**config.mk**
```make
export PLATFORM = sky130hd
export DESIGN_NAME = length_prefixed_nal_to_annexb_unit
export DESIGN_NICKNAME = d
export VERILOG_FILES = /design/src/rtl/lpna_pkg.sv /design/src/rtl/lpna_front.sv /design/src/rtl/lpna_queue.sv /design/src/rtl/lpna_back.sv /design/src/rtl/length_prefixed_nal_to_annexb_unit.sv
export SDC_FILE = /design/constraint.sdc
export NUM_CORES = 1
export LEC_CHECK = 0
export ABC_AREA = 1
export BUFFER_PORTS_ARGS = -buffer_cell sky130_fd_sc_hd__buf_2
export CAP_MARGIN = 5
export CORE_MARGIN = 3
export CORE_UTILIZATION = 35
export DETAILED_ROUTE_END_ITERATION = 8
export MAX_ROUTING_LAYER = met4
export PLACE_DENSITY = 0.58
export SYNTH_ARGS = -nofsm -noshare
export SYNTH_HDL_FRONTEND = slang
export SYNTH_SLANG_ARGS = --single-unit
```
**constraint.sdc**
```tcl
create_clock -name clk -period 10.95 [get_ports clk]
set_input_delay 2.19 -clock clk [delete_from_list [all_inputs] [get_ports clk]]
set_output_delay 2.19 -clock clk [all_outputs]
set_load 0.005 [all_outputs]
```
**src/rtl/lpna_pkg.sv**
```systemverilog
// Shared types, constants and helpers for the length-prefixed NAL to Annex B converter.
package lpna_pkg;

  // Default width of the packet size field.
  localparam int PACKET_SIZE_BITS_DEF = 24;
  // Default number of entries in the command queue between the parser and the emitter.
  localparam int QUEUE_DEPTH_DEF = 4;
  // A length prefix holds at most four bytes.
  localparam int LEN_VALUE_BITS = 32;

  localparam logic [2:0] FIELD_BYTES_RESET = 3'd4;
  localparam logic [2:0] FIELD_BYTES_MIN   = 3'd1;
  localparam logic [2:0] FIELD_BYTES_MAX   = 3'd4;

  localparam logic [7:0] BYTE_ZERO = 8'h00;
  localparam logic [7:0] BYTE_ONE  = 8'h01;

  // Index of the final byte of the four-byte start code.
  localparam logic [1:0] START_CODE_LAST = 2'd3;

  // Parser phase.
  typedef enum logic [1:0] {
    PH_LENGTH  = 2'd0,
    PH_PAYLOAD = 2'd1,
    PH_DROP    = 2'd2
  } phase_t;

  // Kind of work handed from the parser to the emitter.
  typedef enum logic [1:0] {
    CMD_START = 2'd0,
    CMD_BYTE  = 2'd1,
    CMD_ERROR = 2'd2
  } cmd_kind_t;

  typedef struct packed {
    cmd_kind_t  kind;
    logic [7:0] data;
    logic       last;
  } cmd_t;

  // Clamp the configured prefix size into the range of one to four bytes.
  function automatic logic [2:0] field_bytes(input logic [2:0] cfg);
    logic [2:0] fb;
    if (cfg < FIELD_BYTES_MIN) begin
      fb = FIELD_BYTES_MIN;
    end else if (cfg > FIELD_BYTES_MAX) begin
      fb = FIELD_BYTES_MAX;
    end else begin
      fb = cfg;
    end
    return fb;
  endfunction

endpackage

```
**src/rtl/lpna_front.sv**
```systemverilog
// Parser front end: accepts input bytes, tracks length prefixes and queues commands.
module lpna_front #(
  parameter int PACKET_SIZE_BITS = lpna_pkg::PACKET_SIZE_BITS_DEF
) (
  input  logic                   clk,
  input  logic                   rst,
  input  logic                   cfg_we,
  input  logic [2:0]             cfg_wdata,
  input  logic                   s_tvalid,
  output logic                   s_tready,
  input  logic [((8 + PACKET_SIZE_BITS + 7) / 8) * 8 - 1:0] s_tdata,
  input  logic                   s_tuser,
  input  logic                   q_full,
  output logic                   push,
  output lpna_pkg::cmd_t         push_cmd
);

  localparam int PSB  = PACKET_SIZE_BITS;
  localparam int LVB  = lpna_pkg::LEN_VALUE_BITS;

  // Configuration and parser state.
  logic [2:0]           length_field_bytes;
  lpna_pkg::phase_t     phase, phase_next;
  logic [1:0]           seen, seen_next;
  logic [LVB-1:0]       lv, lv_next;
  logic [PSB-1:0]       pbl, pbl_next;
  logic [PSB-1:0]       payl, payl_next;

  // Values after a possible packet restart.
  logic                 accept;
  logic [7:0]           in_byte;
  logic [PSB-1:0]       eff_pbl, eff_payl, left, payl_dec;
  lpna_pkg::phase_t     eff_phase;
  logic [1:0]           eff_seen;
  logic [LVB-1:0]       eff_lv, lv_shift;
  logic [LVB:0]         left_ext;
  logic [2:0]           fb;
  logic                 active, len_done, len_bad, pay_done, more;

  assign s_tready = ~q_full;
  assign accept   = s_tvalid & ~q_full;
  assign in_byte  = s_tdata[7:0];

  assign eff_pbl   = s_tuser ? s_tdata[8 +: PSB] : pbl;
  assign eff_phase = s_tuser ? lpna_pkg::PH_LENGTH : phase;
  assign eff_seen  = s_tuser ? 2'd0 : seen;
  assign eff_lv    = s_tuser ? '0 : lv;
  assign eff_payl  = s_tuser ? '0 : payl;

  // Decode of the current byte against the packet and NAL counters.
  assign active   = (eff_pbl != '0);
  assign left     = eff_pbl - PSB'(1);
  assign left_ext = {{(LVB + 1 - PSB){1'b0}}, left};
  assign fb       = lpna_pkg::field_bytes(length_field_bytes);
  assign lv_shift = {eff_lv[LVB-9:0], in_byte};
  assign len_done = ({1'b0, eff_seen} + 3'd1) >= fb;
  assign len_bad  = (lv_shift == '0) || ({1'b0, lv_shift} > left_ext);
  assign payl_dec = (eff_payl != '0) ? eff_payl - PSB'(1) : eff_payl;
  assign pay_done = (payl_dec == '0) || (left == '0);
  assign more     = left > PSB'(2);

  // Next phase.
  always_comb begin
    phase_next = phase;
    if (accept) begin
      phase_next = eff_phase;
      if (active) begin
        case (eff_phase)
          lpna_pkg::PH_LENGTH: begin
            if (len_done) begin
              phase_next = len_bad ? lpna_pkg::PH_DROP : lpna_pkg::PH_PAYLOAD;
            end else if (left == '0) begin
              phase_next = lpna_pkg::PH_DROP;
            end
          end
          lpna_pkg::PH_PAYLOAD: begin
            if (pay_done) begin
              phase_next = more ? lpna_pkg::PH_LENGTH : lpna_pkg::PH_DROP;
            end
          end
          default: begin
            phase_next = eff_phase;
          end
        endcase
      end
    end
  end

  // Counter updates and the command, if any, pushed for each accepted byte.
  always_comb begin
    seen_next     = seen;
    lv_next       = lv;
    pbl_next      = pbl;
    payl_next     = payl;
    push          = 1'b0;
    push_cmd.kind = lpna_pkg::CMD_BYTE;
    push_cmd.data = in_byte;
    push_cmd.last = 1'b0;
    if (accept) begin
      seen_next = eff_seen;
      lv_next   = eff_lv;
      pbl_next  = eff_pbl;
      payl_next = eff_payl;
      if (active) begin
        pbl_next = left;
        case (eff_phase)
          lpna_pkg::PH_LENGTH: begin
            if (len_done) begin
              seen_next = 2'd0;
              push      = 1'b1;
              if (len_bad) begin
                lv_next       = lv_shift;
                push_cmd.kind = lpna_pkg::CMD_ERROR;
                push_cmd.data = lpna_pkg::BYTE_ZERO;
                push_cmd.last = 1'b1;
              end else begin
                lv_next       = '0;
                payl_next     = lv_shift[PSB-1:0];
                push_cmd.kind = lpna_pkg::CMD_START;
                push_cmd.data = lpna_pkg::BYTE_ZERO;
              end
            end else begin
              seen_next = eff_seen + 2'd1;
              lv_next   = lv_shift;
              if (left == '0) begin
                push          = 1'b1;
                push_cmd.kind = lpna_pkg::CMD_ERROR;
                push_cmd.data = lpna_pkg::BYTE_ZERO;
                push_cmd.last = 1'b1;
              end
            end
          end
          lpna_pkg::PH_PAYLOAD: begin
            push      = 1'b1;
            payl_next = payl_dec;
            if (pay_done) begin
              payl_next = '0;
              if (more) begin
                seen_next = 2'd0;
                lv_next   = '0;
              end else begin
                push_cmd.last = 1'b1;
              end
            end
          end
          default: begin
            push = 1'b0;
          end
        endcase
      end
    end
  end

  // Control state.
  always_ff @(posedge clk) begin
    if (rst) begin
      length_field_bytes <= lpna_pkg::FIELD_BYTES_RESET;
      phase              <= lpna_pkg::PH_LENGTH;
      seen               <= 2'd0;
      lv                 <= '0;
      pbl                <= '0;
      payl               <= '0;
    end else begin
      if (cfg_we) begin
        length_field_bytes <= cfg_wdata;
      end
      phase <= phase_next;
      seen  <= seen_next;
      lv    <= lv_next;
      pbl   <= pbl_next;
      payl  <= payl_next;
    end
  end

endmodule

```
**src/rtl/lpna_queue.sv**
```systemverilog
// Short command queue between the parser and the emitter.
module lpna_queue #(
  parameter int DEPTH = lpna_pkg::QUEUE_DEPTH_DEF
) (
  input  logic           clk,
  input  logic           rst,
  input  logic           push,
  input  lpna_pkg::cmd_t push_cmd,
  output logic           full,
  input  logic           pop,
  output logic           q_valid,
  output lpna_pkg::cmd_t head
);

  localparam int AW = (DEPTH > 1) ? $clog2(DEPTH) : 1;
  localparam int CW = $clog2(DEPTH + 1);

  lpna_pkg::cmd_t  entries [DEPTH];
  logic [AW-1:0]   wr_ptr, rd_ptr;
  logic [CW-1:0]   count;

  assign full    = (count == CW'(DEPTH));
  assign q_valid = (count != '0);
  assign head    = entries[rd_ptr];

  // Entry storage; written on a push only.
  always_ff @(posedge clk) begin
    if (push) begin
      entries[wr_ptr] <= push_cmd;
    end
  end

  // Pointers and fill count.
  always_ff @(posedge clk) begin
    if (rst) begin
      wr_ptr <= '0;
      rd_ptr <= '0;
      count  <= '0;
    end else begin
      if (push) begin
        wr_ptr <= (wr_ptr == AW'(DEPTH - 1)) ? '0 : wr_ptr + AW'(1);
      end
      if (pop) begin
        rd_ptr <= (rd_ptr == AW'(DEPTH - 1)) ? '0 : rd_ptr + AW'(1);
      end
      case ({push, pop})
        2'b10:   count <= count + CW'(1);
        2'b01:   count <= count - CW'(1);
        default: count <= count;
      endcase
    end
  end

  a_no_push_full: assert property (@(posedge clk) disable iff (rst) full |-> !push)
    else $error("queue pushed while full");
  a_no_pop_empty: assert property (@(posedge clk) disable iff (rst) pop |-> q_valid)
    else $error("queue popped while empty");
  a_count_bound: assert property (@(posedge clk) disable iff (rst) count <= CW'(DEPTH))
    else $error("queue count above depth");
  a_count_track: assert property (@(posedge clk) disable iff (rst)
    (push && !pop) |=> (count == $past(count) + CW'(1)))
    else $error("queue count missed a push");

endmodule

```
**src/rtl/lpna_back.sv**
```systemverilog
// Emitter back end: expands queued commands into output bytes behind an output register.
module lpna_back (
  input  logic           clk,
  input  logic           rst,
  input  logic           q_valid,
  input  lpna_pkg::cmd_t head,
  output logic           pop,
  output logic           m_tvalid,
  input  logic           m_tready,
  output logic [7:0]     m_tdata,
  output logic           m_tlast,
  output logic           m_tuser
);

  logic       out_free, emit, is_start;
  logic [1:0] sc_cnt;
  logic [7:0] byte_sel;

  assign out_free = ~m_tvalid | m_tready;
  assign emit     = q_valid & out_free;
  assign is_start = (head.kind == lpna_pkg::CMD_START);
  assign pop      = emit & (~is_start | (sc_cnt == lpna_pkg::START_CODE_LAST));

  // Select the byte for the current command.
  always_comb begin
    case (head.kind)
      lpna_pkg::CMD_START:
        byte_sel = (sc_cnt == lpna_pkg::START_CODE_LAST) ? lpna_pkg::BYTE_ONE
                                                         : lpna_pkg::BYTE_ZERO;
      lpna_pkg::CMD_BYTE:
        byte_sel = head.data;
      default:
        byte_sel = lpna_pkg::BYTE_ZERO;
    endcase
  end

  // Start code position counter.
  always_ff @(posedge clk) begin
    if (rst) begin
      sc_cnt <= 2'd0;
    end else if (emit && is_start) begin
      sc_cnt <= sc_cnt + 2'd1;
    end
  end

  // Output register.
  always_ff @(posedge clk) begin
    if (rst) begin
      m_tvalid <= 1'b0;
    end else if (out_free) begin
      m_tvalid <= q_valid;
    end
  end

  always_ff @(posedge clk) begin
    if (emit) begin
      m_tdata <= byte_sel;
      m_tlast <= head.last & ~is_start;
      m_tuser <= (head.kind == lpna_pkg::CMD_ERROR);
    end
  end

  a_sc_mid_start: assert property (@(posedge clk) disable iff (rst)
    (sc_cnt != 2'd0) |-> (q_valid && is_start))
    else $error("start code counter running without a start command");
  a_start_no_pop_early: assert property (@(posedge clk) disable iff (rst)
    (emit && is_start && sc_cnt != lpna_pkg::START_CODE_LAST) |-> !pop)
    else $error("start command popped before its last byte");

endmodule

```
**src/rtl/length_prefixed_nal_to_annexb_unit.sv**
```systemverilog
// Top level of the length-prefixed NAL to Annex B start-code converter.
//
// Input stream: one packet byte per transfer. s_tdata holds data_byte in the
// low byte and packet_size above it; s_tuser is packet_start, set on the first
// byte of a packet. Output stream: one Annex B byte per transfer on m_tdata,
// with m_tlast marking the last byte of a packet and m_tuser flagging a length
// error result (byte zero). cfg_we writes length_field_bytes (1 to 4) and the
// user must assert it only while the block is idle, which it does not enforce.
// Each accepted byte is parsed in the cycle it arrives and may become a
// command in a short queue; the emitter expands a start command into the four
// bytes 00 00 00 01 and passes payload bytes through an output register. An
// accepted byte is held in a queue entry, then in the output register.
// Payload bytes flow at one per cycle unless stalled; each NAL header costs
// one input byte per prefix byte and four output bytes, so the output port
// sets the sustained rate and the queue absorbs start-code bursts.
// When the receiver stalls, the output register holds its byte and the queue
// fills; s_tready falls only when the queue is full.
// Reset sets length_field_bytes to 4, empties the queue and waits for a
// packet_start; bytes outside a packet are dropped.
module length_prefixed_nal_to_annexb_unit #(
  parameter int PACKET_SIZE_BITS = lpna_pkg::PACKET_SIZE_BITS_DEF,
  parameter int QUEUE_DEPTH      = lpna_pkg::QUEUE_DEPTH_DEF
) (
  input  logic       clk,
  input  logic       rst,
  input  logic       cfg_we,
  input  logic [2:0] cfg_wdata,
  input  logic       s_tvalid,
  output logic       s_tready,
  // data_byte [7:0], packet_size above it, zero padded to whole bytes
  input  logic [((8 + PACKET_SIZE_BITS + 7) / 8) * 8 - 1:0] s_tdata,
  // packet_start
  input  logic       s_tuser,
  output logic       m_tvalid,
  input  logic       m_tready,
  // out_byte [7:0]
  output logic [7:0] m_tdata,
  output logic       m_tlast,
  // length_error
  output logic       m_tuser
);

  logic           push, q_full, pop, q_valid;
  lpna_pkg::cmd_t push_cmd, head;

  lpna_front #(
    .PACKET_SIZE_BITS(PACKET_SIZE_BITS)
  ) u_front (
    .clk      (clk),
    .rst      (rst),
    .cfg_we   (cfg_we),
    .cfg_wdata(cfg_wdata),
    .s_tvalid (s_tvalid),
    .s_tready (s_tready),
    .s_tdata  (s_tdata),
    .s_tuser  (s_tuser),
    .q_full   (q_full),
    .push     (push),
    .push_cmd (push_cmd)
  );

  lpna_queue #(
    .DEPTH(QUEUE_DEPTH)
  ) u_queue (
    .clk     (clk),
    .rst     (rst),
    .push    (push),
    .push_cmd(push_cmd),
    .full    (q_full),
    .pop     (pop),
    .q_valid (q_valid),
    .head    (head)
  );

  lpna_back u_back (
    .clk     (clk),
    .rst     (rst),
    .q_valid (q_valid),
    .head    (head),
    .pop     (pop),
    .m_tvalid(m_tvalid),
    .m_tready(m_tready),
    .m_tdata (m_tdata),
    .m_tlast (m_tlast),
    .m_tuser (m_tuser)
  );

endmodule
```
After elaboration in Yosys (flattened, before gate mapping)
Memory sizes are Yosys's and may differ from the RTL's. A register that Yosys moved wholly into a read port is not among the register bits.
Cells that the tools add are included.
{"block": "word_totals", "register_bits": 107, "ram_bits": 44, "out_inout_bits": 12, "word_cells": 115, "memories": 1}
{"name": "u_queue.entries", "depth": 4, "width": 11, "read_ports": 1, "rd_ports_with_merged_regs": 1, "write_ports": 1, "line": "lpna_queue.sv:18", "source": "lpna_pkg::cmd_t entries [DEPTH];"}
{"block": "classes", "n_addsub": 9, "order_cmp": 5, "eq_ne": 9, "n_mux": 56, "bitwise_logic": 9, "n_reduce_logical": 12}
{"operator": "$mux 24", "count": 8}
{"operator": "$mux 32", "count": 6}
{"operator": "$pmux 32 s2", "count": 1}
{"operator": "$logic_not 24->1", "count": 2}
{"operator": "$pmux 24 s2", "count": 1}
{"operator": "$reduce_bool 24->1", "count": 2}
{"operator": "$sub 24x1->24 const B", "count": 2}
{"operator": "$mux 11", "count": 4}
{"operator": "$gt 32x24->1", "count": 1}
{"operator": "$logic_not 32->1", "count": 1}
{"operator": "$mux 2", "count": 16}
{"operator": "$gt 24x2->1 const B", "count": 1}
{"operator": "$mux 10", "count": 2}
{"operator": "$pmux 8 s2", "count": 1}
{"operator": "$eq 2x2->1 const B", "count": 5}
{"operator": "$mux 1", "count": 10}
{"operator": "$add 2x1->2 const B", "count": 4}
{"operator": "$pmux 2 s2", "count": 2}
{"operator": "$eq 2x1->1 const B", "count": 3}
{"operator": "$mux 3", "count": 2}
{"operator": "$pmux 3 s2", "count": 1}
{"operator": "$and 1x1->1", "count": 4}
{"operator": "$logic_not 2->1", "count": 2}
{"operator": "$pmux 1 s2", "count": 2}
{"operator": "other kinds (13)", "count": 17}

Depth between registers and ports, before layout
Gate-level depths: netlist of run 1.
{"block": "logic_depth", "word_depth": 10, "ltp_mapped": 30}

Cells and area by module
Synthesis of run 1 repeated with hierarchy kept, for this count alone.
{"block": "hier_totals", "cells_unflattened": 1687, "area_unflattened_um2": 10903.0}
{"mod": "lpna_front", "instances": 1, "cells_per_inst": 1460, "area_each_um2": 8222.9}
{"mod": "lpna_queue", "instances": 1, "cells_per_inst": 168, "area_each_um2": 2115.8}
{"mod": "lpna_back", "instances": 1, "cells_per_inst": 59, "area_each_um2": 564.3}

Worst setup path after synthesis of run 1
No wires, ideal clock.
{"block": "synth_path", "path_kind": "input port to flip-flop", "start": "input s_tuser", "end": "register u_queue.count[2]", "setup_time_ns": 0.122, "arrival_ns": 5.330, "path_slack_ns": 5.498, "cell_stages": 25, "path_buffers": 5, "path_cell_list": "buf_6 -> inv_6 -> buf_8 -> buf_8 -> buf_6 -> buf_2 -> nand2_1 -> inv_1 -> ha_1 -> ha_1 -> nand2_1 -> nor2_1 -> a211oi_1 -> and2_1 -> nand2_2 -> nand2_1 -> nand2_1 -> nand2_2 -> ha_1 -> inv_1 -> fa_1 -> a21oi_1 -> o21ai_0 -> o21ai_0 -> a21oi_1"}
{"block": "synth_via", "elab_chain_cells": 10, "elab_cells_between_ends": 19, "cone_classes": "2 x add/sub; 1 x order compare; 3 x eq/ne; 9 x mux; 4 x reduce/logical"}
{"item": "from (decl)", "line": "length_prefixed_nal_to_annexb_unit.sv:33", "source": "input logic s_tuser,"}
{"item": "$mux 24", "line": "lpna_front.sv:44", "source": "assign eff_pbl = s_tuser ? s_tdata[8 +: PSB] : pbl;"}
{"item": "$sub 24x1->24", "line": "lpna_front.sv:52", "source": "assign left = eff_pbl - PSB'(1);"}
{"item": "$logic_not 24->1", "line": "lpna_front.sv:125", "source": "if (left == '0) begin"}
{"item": "$mux 1", "line": "lpna_front.sv:125"}
{"item": "$mux 1", "line": "lpna_front.sv:108", "source": "if (len_done) begin"}
{"item": "$pmux 1 s2", "line": "lpna_front.sv:106", "source": "case (eff_phase)"}
{"item": "$mux 1 *", "line": "lpna_front.sv:104", "source": "if (active) begin"}
{"item": "$mux 1 *", "line": "lpna_front.sv:99", "source": "if (accept) begin"}
{"item": "$eq 2x1->1 or $eq 2x2->1 (tied branches)", "line": "lpna_queue.sv:46", "source": "case ({push, pop})"}
{"item": "$pmux 3 s2 or $reduce_bool 2->1 (tied branches)"}
{"item": "to (signal assigned)", "line": "lpna_queue.sv:47", "source": "2'b10: count <= count + CW'(1);"}
{"item": "to (signal assigned)", "line": "lpna_queue.sv:48", "source": "2'b01: count <= count - CW'(1);"}
{"item": "to (signal assigned)", "line": "lpna_queue.sv:49", "source": "default: count <= count;"}
{"item": "to (decl)", "line": "lpna_queue.sv:20", "source": "logic [CW-1:0] count;"}
Every way passes the cells marked *; elsewhere a longest branch is shown, timed or not.
A chain may end at the register's enable or synchronous reset.

Worst setup path in the final report of run 1
{"block": "layout_path", "start": "input s_tuser", "end": "register u_front.lv[10]"}
{"block": "layout_via", "elab_chain_cells": 8, "elab_cells_between_ends": 27, "cone_classes": "3 x add/sub; 3 x order compare; 1 x eq/ne; 12 x mux; 8 x reduce/logical"}
{"item": "$mux 24, on equally long branches", "line": "lpna_front.sv:44, lpna_front.sv:48"}
{"item": "$sub 24x1->24, or another cell as far along", "line": "lpna_front.sv:52"}
{"item": "$gt 32x24->1 or $mux 24 (tied branches)", "line": "lpna_front.sv:57, lpna_front.sv:58"}
{"item": "$logic_or 1x1->1 or $logic_not 24->1 (tied branches)", "line": "lpna_front.sv:57, lpna_front.sv:59"}
{"item": "$mux 32 or $logic_or 1x1->1 (tied branches)", "line": "lpna_front.sv:111, lpna_front.sv:59"}
{"item": "$mux 32, on equally long branches", "line": "lpna_front.sv:108, lpna_front.sv:136"}
{"item": "$pmux 32 s2", "line": "lpna_front.sv:106"}
{"item": "$mux 32 *", "line": "lpna_front.sv:104"}
{"item": "to (signal assigned)", "line": "lpna_front.sv:169", "source": "lv <= lv_next;"}
{"item": "to (decl)", "line": "lpna_front.sv:25", "source": "logic [LVB-1:0] lv, lv_next;"}
Marks and branches as above.

==> results.md, run 1 <==
Worst setup path:
- The critical path endpoint category is a flip-flop.
- The type of the worst setup path is in -> reg.
- The endpoint required time on the critical path is 11.33 ns.
- STA classifies the critical path startpoint as an input pin.
- The delay of the slowest cell on the worst path is roughly 0.6 ns.
- Along the worst path, the maximum fanout reaches 40.
- The category of cells accounting for the largest share of critical-path delay is simple AND/OR/NAND/NOR gates.
- The data arrival time of the worst path is between 7 and 8 ns.
- The largest individual stage delay along the critical path comes from the cell buf_2.
- The most numerous cell on the critical path is nand2_1.
- The number of buffers and inverters on the critical path is 6.

Logic synthesis:
- In this run the cell area of the synthesized design comes to between 10000 and 15000 um^2.
- By area the synthesized netlist is led by nand2_1 17%, dfxtp_1 17%, edfxtp_1 15%, inv_1 6.2%, a21oi_1 5.9%.
- The most frequently used flop master after synthesis is dfxtp_1.
- Of the post-synthesis cell area, the dominant cell type holds between 10% and 20%.
- The largest total area in the synthesized netlist belongs to nand2_1.
- The number of enable flip-flop cells after synthesis is 54.
- The post-synthesis sequential area ratio is a little under a third.
- The cell count after synthesis came out at 1658.
- The synthesized netlist contains 56 unique library cells.
- The total of warnings raised by yosys is 0.
- The most instantiated library cell after synthesis is nand2_1.
- The average instance area after synthesis is 6.60 um^2.
- Of all flip-flops after synthesis, the portion carrying an async set or reset was 0%.
- The commonest cells after synthesis are 486 x nand2_1, 182 x inv_1, 160 x nor2_1.
- Counting every net in the synthesized netlist gives between 1500 and 2000.
- In this run, synthesis produced a sequential element count of roughly 150.

Clocking:
- The root buffer selected by CTS is clkbuf_16.
- The clock drives ~150 sinks.
- Clock-pin slew was measured on the worst setup and hold paths at approximately 0.080 ns.
- The number of buffers inserted to repair setup after CTS is 0.
- The number of hold buffers added after CTS was 0.
- The CTS tree is yes.
- Counting the buffers created by CTS gives 17.
- CTS built an H-tree with a depth of 4.
- The longest clock path from root to sink contains 2 buffers.
- The clock reaches the later pin of the worst-skew pair after ~0.44 ns.
- The number of instances resized during post-cts repair is 0.

Die:
- The region available for standard cell placement spans 30700 um^2.
- From left edge to right edge, the die measures approximately 180 um.
- The floorplan step defined a die boundary enclosing approximately 33000 um^2.
- The overall die height is between 150 and 200 um.
- The initial cell density of the core is 35.6%.
- The floorplan has 64 rows.
- The total I/O pin count is 53.

Timing:
- The max-slew violation count was 0.
- The share of the cycle needed by the critical path after routing is around three fifths.
- The achievable frequency is between 100 and 150 MHz.
- The worst pin sits at a relative slew slack of roughly 22%.
- The worst path needs slightly below 7 ns of the cycle, external delays included.
- For the final database, setup skew stands at 0.0132 ns.
- The final setup TNS is 0 ns.
- Setup repair after global routing left no endpoint under its margin.
- Setup violations remaining at the end of the flow were counted as 0.
- The final hold violation count is 0.
- The transition time at the pin with the least slew margin is 1.17 ns.

Power:
- The maximum VDD drop is around 120 uV.
- The power density over the cells is approximately 170 nW/um^2.
- The post-route total power is 1.98 mW.
- The leakage power summed over all cells is 5.38 nW.

Global route:
- The largest net degree at the start of global routing is between 60 and 70.
- The initial antenna violation count is 0.
- The wire length of the first global-routing pass is ~55000 um.
- The via count of the first global-routing pass is around 10000.
- After global routing the overflow that remains totals 0.
- The all-layer global routing usage is between 20% and 30%.

Job:
- The max capacitance violation total is 0.

Finish:
- The layout cell share with drive strength beyond 1 is between 10% and 20%.
- The net total in the final layout is around 1700.
- The area growth from synthesis to layout is 8.29%.
- 0 antenna diodes ended up in the layout.

Routing:
- The first detailed-routing pass ran for 6 iterations.
- For this run, design rule violations remaining after detail routing come to 0.
- The via-per-instance ratio is about 5.2.
- Summing over every cut layer, the via total after detailed routing is 10837.
- The count of nets left with antenna violations after detail routing is 0.
- The total wire length is about 34000 um.
- For this block, the initial DRC count from the detailed router was about 1000.
- After detailed routing, the average wire length per cell comes to between 15 and 20 um.

Placement:
- The detailed placement HPWL is ~24000 um.
- In this run the tool buffered the top-level ports with 52 buffer cells.
- The placer's final routability congestion estimate is 0.931.

Run status:
- The run finished with clean final reports.

Worst hold path:
- The worst hold-check path type is reg -> reg.
-- power by group --
group	leakage [nW]	internal [mW]	switching, mW
clock	0.281	0.306	0.289
combinational	3.86	0.213	0.481
sequential	1.24	0.641	0.0494
-- path summary, 6_finish.rpt --
| kind | depth (start not counted) | from | slack, ns | end |
|---|---|---|---|---|
| worst max-delay path | 27 | s_tuser | 4.22 | u_front.lv[10]$_SDFFE_PP0P_ |
| worst min-delay path | 2 | u_back.sc_cnt[1]$_SDFFE_PP0P_ | 0.47 | u_back.sc_cnt[1]$_SDFFE_PP0P_ |
| worst max register to register | 24 | u_front.pbl[0]$_SDFFE_PP0P_ | 6.80 | u_front.lv[10]$_SDFFE_PP0P_ |
| worst min register to register | 2 | u_back.sc_cnt[1]$_SDFFE_PP0P_ | 0.47 | u_back.sc_cnt[1]$_SDFFE_PP0P_ |
-- area by class of cell --
type                            instances  area (um^2)
Fill cell                            3368        18900
Multi-Input combinational cell       1248         6260
Sequential cell                       145         3440
Inverter                              193          732
Tap cell                              396          495
Clock buffer                           17          425
Timing Repair Buffer                   62          335
Clock inverter                         15          166
-- worst register-to-register path, cell delays in order, from the launching register on --
cell,delay (ns)
dfxtp_1,0.30
inv_1,0.07
nand2_1,0.05
nand2_1,0.16
ha_1,0.28
nand3_1,0.19
nor2_4,0.21
nand2_1,0.13
clkinv_1,0.11
nand4_1,0.13
nand2_2,0.11
inv_2,0.04
ha_1,0.29
nand4_1,0.14
nor3_2,0.25
nand2_1,0.08
nand2_1,0.06
nand2_1,0.13
nand3_2,0.25
nand2_1,0.08
inv_1,0.57
nand2_1,0.15
nand4_1,0.14
nand2_1,0.06
a21oi_1,0.11
-- cell usage in the layout, fill, tap and decap left out, types with 18 or more instances in the layout --
cell      Yosys  final
a21oi_1     128    128
buf_2        11     52
dfxtp_1      91     91
edfxtp_1     54     54
ha_1         40     40
inv_1       182    182
nand2_1     486    485
nand2_2      37     38
nand3_1     101    101
nand4_1      43     43
nor2_1      160    160
nor3_1       18     18
o21ai_0      99     99
o21ai_1      28     28
-- state kept, by name, indices dropped and copies added, names as in the netlist, 2 cells and up, named ones only --
register                    cells
u_back.m_tdata                  8
u_front.length_field_bytes      3
u_front.payl                   24
u_queue.count                   3
u_front.pbl                    24
u_queue.entries                44
u_back.sc_cnt                   2
u_front.lv                     24
u_front.phase                   2
u_queue.wr_ptr                  2
u_front.seen                    2
u_queue.rd_ptr                  2
-- per-layer routing --
metal | wire length, um | vias up | part of all wire, % | GRT usage, %
met5 | 0 | - | 0 | -
met4 | 597 | 0 | 1.8 | 5.45
met3 | 1990 | 48 | 5.9 | 3.13
met2 | 15400 | 357 | 46 | 33.2
met1 | 15600 | 4994 | 46 | 27.8
li1 | - | 5438 | - | -
-- cell families after synthesis --
kind of cell	Yosys count	share of synthesized area, %
buffers and inverters	265	11.4
AOI/OAI and AO/OA	282	13.6
xor gates and xnor gates	9	0.857
and+or+nand+nor	916	38.0
adders and majority gates	41	4.75
DFF	145	31.5
-- through the flow --
step / utilization [%] / setup slack (ns) / cells / cell area (um^2) / hold WS [ns]
floorplan: - / 5.50 / 1658 / 10900 / 0.422
global placement: 36.6 / 3.97 / 2044 / 11300 / 0.439
detailed placement: 36.6 / 3.87 / 2044 / 11300 / 0.456
CTS: 38.6 / 4.30 / 2076 / 11900 / 0.467
global route: 38.6 / 3.73 / 2076 / 11900 / 0.486
finish: 38.6 / 4.22 / 2076 / 11900 / 0.465
Power figures use the tool's default switching activity.
==> run 2, diff against run 1 <==
- ABC_AREA: 1 -> 0
- PLACE_DENSITY: 0.58 -> 0.6
- clock period: 10.95 -> 5.55 ns (I/O delays scaled with it)
==> results.md, run 2 <==
Finish:
- The flip-flop count of the largest register after layout is 44.
- The register with the most flip-flops is u_queue.entries.
- In the layout the commonest cells are 93 x a21oi_1, 91 x dfxtp_1, 81 x nor2_1, 63 x nand2_1, 54 x edfxtp_1.
- The layout overhead on the synthesized area is 15.6%.
- The area of the multi-input gates is just under 6000 um^2.
- The final layout contains around 1200 nets.
- The number of diodes is 0.
- The layout has 2555 filler cells.
- The leading cell type in the layout, fill and taps excluded is a21oi_1.
- The total area of sequential cells is around 3400 um^2.
- In the final layout, the share of cells above drive strength 1 is 21.7%.

Routing:
- Using the TritonRoute via totals, the vias-per-cell ratio works out to 5.89.
- For this run, the detailed router's first-pass iteration total came to 6.
- The detailed router finished its first iteration with 848 violations.
- The total vias in the final route is 8598.
- In the routed design, unresolved DRC markers number 0.
- Wires add up to approximately 29000 um.
- The count of nets left with antenna violations once routing finished came out at 0.
- The routed length per instance is roughly 20 um.

Logic synthesis:
- The post-synthesis sequential area ratio is between 30% and 40%.
- The synthesized design contains 54 enable-type register cells.
- Summing the areas of all xor and xnor instances in the mapped netlist gives 2.56% of the synthesized area.
- Of all flip-flops after synthesis, the portion carrying an async set or reset was 0%.
- Yosys printed 0 warnings.
- When the netlist entered floorplanning its net count stood at 1139.
- Ranked by instance count, the synthesized netlist is headed by 97 x a21oi_1, 91 x dfxtp_1, 84 x nor2_1.
- The complex-gate fraction of the synthesized area is ~22%.
- The average instance area after synthesis is roughly 9.1 um^2.
- The proportion of netlist area held by the largest area contributor is 19.0%.
- The synthesized design contains ~150 register bits.
- The distinct cell type count of the synthesized netlist is 83.
- Summing the areas of all fa, ha and maj instances in the mapped netlist gives under 10% of the synthesized area.
- a21oi_1 is the most common cell in the netlist.
- The post-synthesis simple-gate area fraction is a little under a quarter.
- The dominant combinational cell family by area after synthesis is simple AND/OR/NAND/NOR gates.
- The cell count after synthesis is 1057.
- By area the synthesized netlist is led by dfxtp_1 19%, edfxtp_1 17%, ha_1 5.2%, a21oi_1 5.1%, a221oi_2 3.3%.
- After synthesis, the share of cell area in mux cells is around 5.7%.
- The synthesized area is 9590 um^2.
- dfxtp_1 takes more of the synthesized area than any other cell.
- The most used flip-flop cell after synthesis is dfxtp_1.

Worst setup path:
- The kind of start point of the critical path is an input pin.
- The endpoint of the worst register-to-register path is u_front.lv[17]$_SDFFE_PP0P_.
- Grouping stages by cell kind, the critical path spends the most delay in compound AO/OA/AOI/OAI gates.
- The maximum fanout along the worst path is 22.
- In this design, the stage delay of the slowest critical-path cell is 0.46 ns.
- The critical path goes through buf_4 > mux2_4 > inv_2 > ha_4 > or3b_1 > o22a_4 > or3_1 > nor3_1 > xor2_1 > ha_1 > a21o_1 > a21o_1 > a21oi_1 > o21ai_1 > o31ai_1 > a21oi_2 > o21ai_1 > nor2_1 > buf_4 > a21oi_1 > nor3_2.
- The largest individual stage delay along the critical path comes from the cell or3_1.
- The critical path endpoint category is a flip-flop.
- The reg-to-reg startpoint is u_front.pbl[1]$_SDFFE_PP0P_.
- In this run the register-to-register setup slack is 0.92 ns.
- The worst path buffer plus inverter count is 3.
- The worst setup path is of the in -> reg kind.
- The data arrival time of the worst path is about 5.5 ns.
- The endpoint required time on the critical path is 5.90 ns.
- Counting cells, the worst reg-to-reg path comes to 20.

Worst hold path:
- The worst hold-check path type is reg -> reg.
- The worst hold path terminates at u_front.seen[1]$_SDFFE_PP0P_.
- The startpoint of the most critical hold path is u_front.seen[1]$_SDFFE_PP0P_.
- The worst hold path stage count is 1.

Die:
- The core region is ~27000 um^2.
- The floorplan step set the die width to about 170 um.
- From bottom edge to top edge, the die measures 171 um.
- The standard-cell row count is around 60.
- Once the floorplan was initialized, standard cells occupied a little over a third of the core.
- The area enclosed by the die boundary is a little under 30000 um^2.
- The total I/O pin count is 53.

Global route:
- The initial antenna violation count is 0.
- Entering global routing, the biggest net connects 67 pins.
- The all-layer global routing usage is approximately 20%.
- The total congestion overflow after global routing is 0.
- The via count of the first global-routing pass came to 8211.
- The wire length of the first global-routing pass is approximately 46000 um.

Clocking:
- TritonCTS built the clock tree.
- Clock-pin slew was measured on the worst setup and hold paths at roughly 0.07 ns.
- The maximum number of buffers from clock root to sink is 2.
- The maximum level of the CTS H-tree is 4.
- In this run, CTS created clock tree buffers numbering 17.
- The later-pin clock latency in the skew report is between 0.4 and 0.5 ns.
- The number of instances resized during post-cts repair is 0.
- The root buffer selected by CTS is clkbuf_16.
- The total of hold buffers inserted after clock tree synthesis is 0.
- After clock tree synthesis, the setup repair step added 0 buffers.
- Clock tree synthesis found a total of between 100 and 150 sinks.

Placement:
- The placer's final routability congestion estimate is a little over 0.9.
- The detailed placement HPWL is a little over 20000 um.
- Prior to clock tree synthesis, the placed netlist has a worst setup slack of just under 0.05 ns.
- In this run the tool buffered the top-level ports with 52 buffer cells.

Timing:
- Measured against its own limit, the worst slew margin works out to between 30% and 40%.
- Setup violations remaining at the end of the flow were counted as 0.
- The worst hold slack after final layout is roughly 0.45 ns.
- The final hold violation count came to 0.
- Setup repair after global routing left no endpoint under its margin.
- The clock tree skew after final layout is 0.0104 ns.
- For the pin with the worst max-slew slack, the measured transition is just under 1 ns.
- The achievable frequency is around 200 MHz.
- The shortest period the worst path allows is 5.14 ns.
- The max-slew violation count was 0.
- Dividing the final minimum period by the clock period gives between 90% and 100%.
- The final setup slack of the worst path is around 0.4 ns.

Power:
- The power density over the cells is between 300 and 400 nW/um^2.
- VDD sags by at most between 100 and 150 uV.
- For this design the static power due to leakage is around 4.0 nW.

Run status:
- The flow ran to the end, and the final reports show no timing, DRC or antenna violations.

Job:
- The tool flagged a number of max-cap violations equal to 0.
[run 2: final cells by class]
cell class / instances / area share (%)
Clock buffer: 17 / 3.84
Clock inverter: 15 / 1.46
Inverter: 30 / 1.02
Multi-Input combinational cell: 812 / 52.6
Sequential cell: 145 / 31.1
Tap cell: 335 / 3.78
Timing Repair Buffer: 105 / 6.19
[run 2: kinds of logic after synthesis]
| family | count (synthesis) |
|---|---|
| simple gates | 413 |
| buf+inv | 100 |
| fa+ha+maj | 41 |
| xor+xnor | 28 |
| flops | 145 |
| compound gates | 290 |
| mux | 40 |
[run 2: routing by layer]
metal	vias up	routed length, um	track usage, %
li1	4130	-	-
met1	4099	13000	26.9
met2	324	13300	31.4
met3	45	1470	3.31
met4	0	855	7.00
met5	-	0	-
[run 2: where the power goes]
group / total, mW / internal [mW] / switching (mW)
Sequential: 1.36 / 1.24 / 0.118
Clock: 1.14 / 0.603 / 0.538
Combinational: 1.32 / 0.551 / 0.765
Total: 3.82 / 2.40 / 1.42
[run 2: worst max-delay path by stage]
stage	startpoint	end	slack, ns	cells after the start
6_report	s_tuser	u_front.lv[17]$_SDFFE_PP0P_	0.41	21
5_1_grt	s_tuser	u_front.lv[18]$_SDFFE_PP0P_	0.16	21
4_1_cts	s_tuser	u_front.lv[17]$_SDFFE_PP0P_	0.47	21
3_5_place_dp	s_tuser	u_front.lv[9]$_SDFFE_PP0P_	0.05	21
3_3_place_gp	s_tuser	u_front.payl[2]$_SDFFE_PP0P_	0.1	19
2_1_floorplan	s_tuser	u_queue.count[2]$_SDFFE_PP0P_	-0.55	27
[run 2: metrics by stage]
stage | power [mW] | cells | utilization (%) | instance area, um^2 | TNS, ns
after floorplan | 2.30 | 1057 | - | 9820 | -35.98
after global placement | 2.68 | 1427 | 39.6 | 10500 | 0
after detailed placement | 2.68 | 1427 | 39.6 | 10500 | 0
after CTS | 3.83 | 1459 | 41.8 | 11100 | 0
after global routing | 4.05 | 1459 | 41.8 | 11100 | 0
final | 3.82 | 1459 | 41.8 | 11100 | 0
==> run 3, diff against run 2 <==
- HOLD_SLACK_MARGIN: default -> 0.15
- SYNTH_HIERARCHICAL: default -> 1
==> results.md, run 3 <==
Finish:
- The flip-flop count of the largest register after layout is 44.
- In the final layout, flip-flops and latches occupy between 3000 and 4000 um^2.
- The area of all placed cells without fillers is 10700 um^2.
- The count of non-filler cells in the finished layout is 1427.
- Summing all multi-input logic gate instances after layout gives approximately 5600 um^2.
- Cells fill 41.8% of the core in the end.
- u_queue/entries holds more flip-flops than any other register.
- The number of diodes is 0.
- In the final layout, the share of cells above drive strength 1 is between 15 and 20%.
- The net total in the final layout is 1167.
- The layout overhead on the synthesized area is 15.7%.
- The leading cell type in the layout, fill and taps excluded is nor2_1.
- In the layout the commonest cells are 93 x nor2_1, 91 x dfxtp_1, 78 x nand2_1, 69 x a21oi_1, 54 x edfxtp_1.
- The layout has 2542 filler cells.

Global route:
- The all-layer global routing usage is 19.9%.
- The via count of the first global-routing pass is 8039.
- The total congestion overflow after global routing is 0.
- Entering global routing, the biggest net connects just over 60 pins.
- The first global-routing pass estimated approximately 44000 um of wire.
- The initial antenna violation count was 0.

Logic synthesis:
- The complex-gate fraction of the synthesized area is between 10% and 20%.
- After Yosys synthesis, and, or, nand and nor cells account for roughly a quarter of the synthesized area.
- After Yosys synthesis, XOR and XNOR cells account for under 10% of the synthesized area.
- The cell accounting for the most synthesized area is dfxtp_1.
- After Yosys synthesis, full adders, half adders and majority gates account for approximately 5.8% of the synthesized area.
- The post-synthesis async set-or-reset flop share is 0%.
- By area the synthesized netlist is led by dfxtp_1 20%, edfxtp_1 18%, ha_1 5.5%, nor2_1 3.9%, a21oi_1 3.8%.
- Counting flops and latches in the post-synthesis netlist gives 145.
- The most instantiated library cell after synthesis is nor2_1.
- By count the netlist is led by 96 x nor2_1, 91 x dfxtp_1, 78 x nand2_1.
- The most frequently used flop master after synthesis is dfxtp_1.
- The average instance area after synthesis is between 9 and 10 um^2.
- The post-synth net total is about 1100.
- The number of enable flip-flop cells after synthesis is 54.
- By area, the combinational part of the netlist is dominated by simple AND/OR/NAND/NOR gates.
- The proportion of netlist area held by the largest area contributor is between 10% and 20%.
- The mux cell area share after synthesis is under 10%.
- Synthesis produced a little over 1000 cells.
- The synthesized netlist occupies a cell area of approximately 9300 um^2.
- The distinct cell type count of the synthesized netlist is 85.
- The total of warnings raised by yosys is 6.
- The post-synthesis sequential area ratio is 37.2%.

Timing:
- Hold is met by ~0.48 ns.
- The clock tree skew after final layout is between 0.01 and 0.015 ns.
- Setup repair after global routing left no endpoint under its margin.
- The shortest period the worst path allows is just over 5 ns.
- The max-slew violation count is 0.
- The transition time at the pin with the least slew margin is 0.949 ns.
- For this run, the top clock speed supported by timing is just under 200 MHz.
- Once routing completed, OpenROAD measured the worst setup slack at around 0.51 ns.
- The number of failing setup endpoints in the final timing report is 0.
- The worst path uses between 90 and 100% of the clock period.
- Headroom to the max-slew limit came out at between 30% and 40%.
- The final hold violation count was 0.

Worst hold path:
- The path class of the tightest hold or removal check is reg -> reg.

Job:
- The max capacitance violation total is 0.

Placement:
- In this run, placement finished with an instance count of around 1400.
- The number of I/O port buffers is 52.
- The detailed placement HPWL is 20300 um.
- The post-placement worst setup slack is about 0.19 ns.
- Once placement finished, the instance area stood at roughly 10000 um^2.
- The placer's final routability congestion estimate is around 0.9.

Routing:
- The pre-antenna-repair detailed-routing pass consisted of 6 iterations.
- The via-per-instance ratio is around 6.
- The total wire length is between 20000 and 30000 um.
- The number of DRC violations after detailed-routing iteration 0 is around 780.
- The final routed DRC violation total is 0.
- The total vias in the final route is 8333.
- The count of nets left with antenna violations once routing finished came out at 0.
- After detailed routing, the average wire length per cell comes to approximately 19 um.

Power:
- The power density over the cells is between 300 and 400 nW/um^2.
- VDD sags by at most ~200 uV.
- For this design the static power due to leakage is 4.10 nW.

Die:
- From left edge to right edge, the die measures roughly 170 um.
- The overall die height is 169 um.
- The initial cell density of the core is 36.1%.
- After floorplanning, the core was divided into 58 placement rows.
- The die covers about 28000 um^2.
- The area of the core is 25600 um^2.
- The total I/O pin count is between 50 and 60.

Clocking:
- Counting every sink on the clock net gives 145.
- In this run, CTS created clock tree buffers numbering 17.
- The number of instances resized during post-cts repair is 0.
- The clock-pin slew on the worst setup and hold paths is roughly 0.07 ns.
- The total of hold buffers inserted after clock tree synthesis is 0.
- The later-pin clock latency in the skew report is ~0.42 ns.
- TritonCTS built the clock tree.
- The H-tree generated during clock tree synthesis spans 4 levels.
- The clock passes through at most 2 buffers.
- After clock tree synthesis, the setup repair step added 0 buffers.
- The root buffer selected by CTS is clkbuf_16.

Worst setup path:
- STA puts the critical path data required time at slightly below 6 ns.
- The worst setup path is launched from an input pin.
- In this run the worst path has a maximum fanout of 31.
- STA puts the critical path data arrival time at between 5 and 6 ns.
- By startpoint and endpoint, the worst setup path is classified as in -> reg.
- The critical path endpoint category is a flip-flop.

Run status:
- The flow ran to the end, and the final reports show no timing, DRC or antenna violations.
-- run 3: cell count changes after synthesis, sizes merged, moves of 10 or more --
cell / delta
a211oi: +21
a21oi: -27
a221o: +12
a221oi: -14
buf: -11
mux2i: +11
nand2: +14
nand3: -22
nor2: +12
nor2b: -11
nor3: -21
nor3b: +10
-- run 3: path summary, 6_finish.rpt --
check                          startpoint                           end  slack (ns)  cells after the start
max                               s_tuser   u_front/lv[11]$_SDFFE_PP0P_        0.51                     19
min reg2reg  u_front/seen[1]$_SDFFE_PP0P_  u_front/seen[1]$_SDFFE_PP0P_        0.48                      1
max reg2reg   u_front/pbl[1]$_SDFFE_PP0P_   u_front/lv[11]$_SDFFE_PP0P_        1.09                     18
min          u_front/seen[1]$_SDFFE_PP0P_  u_front/seen[1]$_SDFFE_PP0P_        0.48                      1
-- run 3: where the power goes --
part	total, mW	switching [mW]	internal [mW]
Sequential	1.33	0.0965	1.24
Combinational	1.26	0.736	0.524
Clock	1.07	0.487	0.579
Total	3.66	1.32	2.34
-- run 3: logic make-up (layout without fill, tap and decap cells) --
group | count (synthesis) | after routing
flip-flops | 145 | 145
AO/OA/AOI/OAI | 263 | 263
AND/OR/NAND/NOR | 405 | 405
adder cells (fa/ha/maj) | 42 | 42
XOR/XNOR | 27 | 27
multiplexers | 52 | 52
buffers and inverters | 92 | 163
-- run 3: critical path: stages --
cell,delay [ns]
buf_4,0.16
buf_12,0.21
buf_4,0.20
nor3b_1,0.26
o221a_2,0.27
nor4bb_1,0.42
xnor2_1,0.27
inv_1,0.09
ha_1,0.32
a21o_1,0.11
a21o_1,0.11
a21oi_1,0.07
o21ai_1,0.21
o31ai_1,0.12
a21oi_2,0.37
o21a_1,0.44
buf_4,0.25
nand2_1,0.08
a211oi_1,0.28
-- run 3: final cells by class --
class | instances | share of cell area (%)
clock buffers | 18 | 4.01
clock inverters | 14 | 0.993
inverters | 38 | 1.36
multi-input cells | 789 | 52.0
flip-flops and latches | 145 | 32.1
well taps | 330 | 3.86
repair buffers | 93 | 5.68
-- run 3: layer usage --
layer	up-vias	wire length [um]	global-route usage, %	share of wire [%]
li1	3991	-	-	-
met1	3981	12400	26.1	45
met2	315	13000	31.9	47
met3	46	1540	3.06	5.6
met4	0	626	6.15	2.3
met5	-	0	-	0
-- run 3: through the flow --
step | TNS (ns) | power [mW]
global route | 0 | 3.87
finish | 0 | 3.66
detailed placement | 0 | 2.60
CTS | 0 | 3.67
floorplan | -2.62 | 2.23
global placement | 0 | 2.59
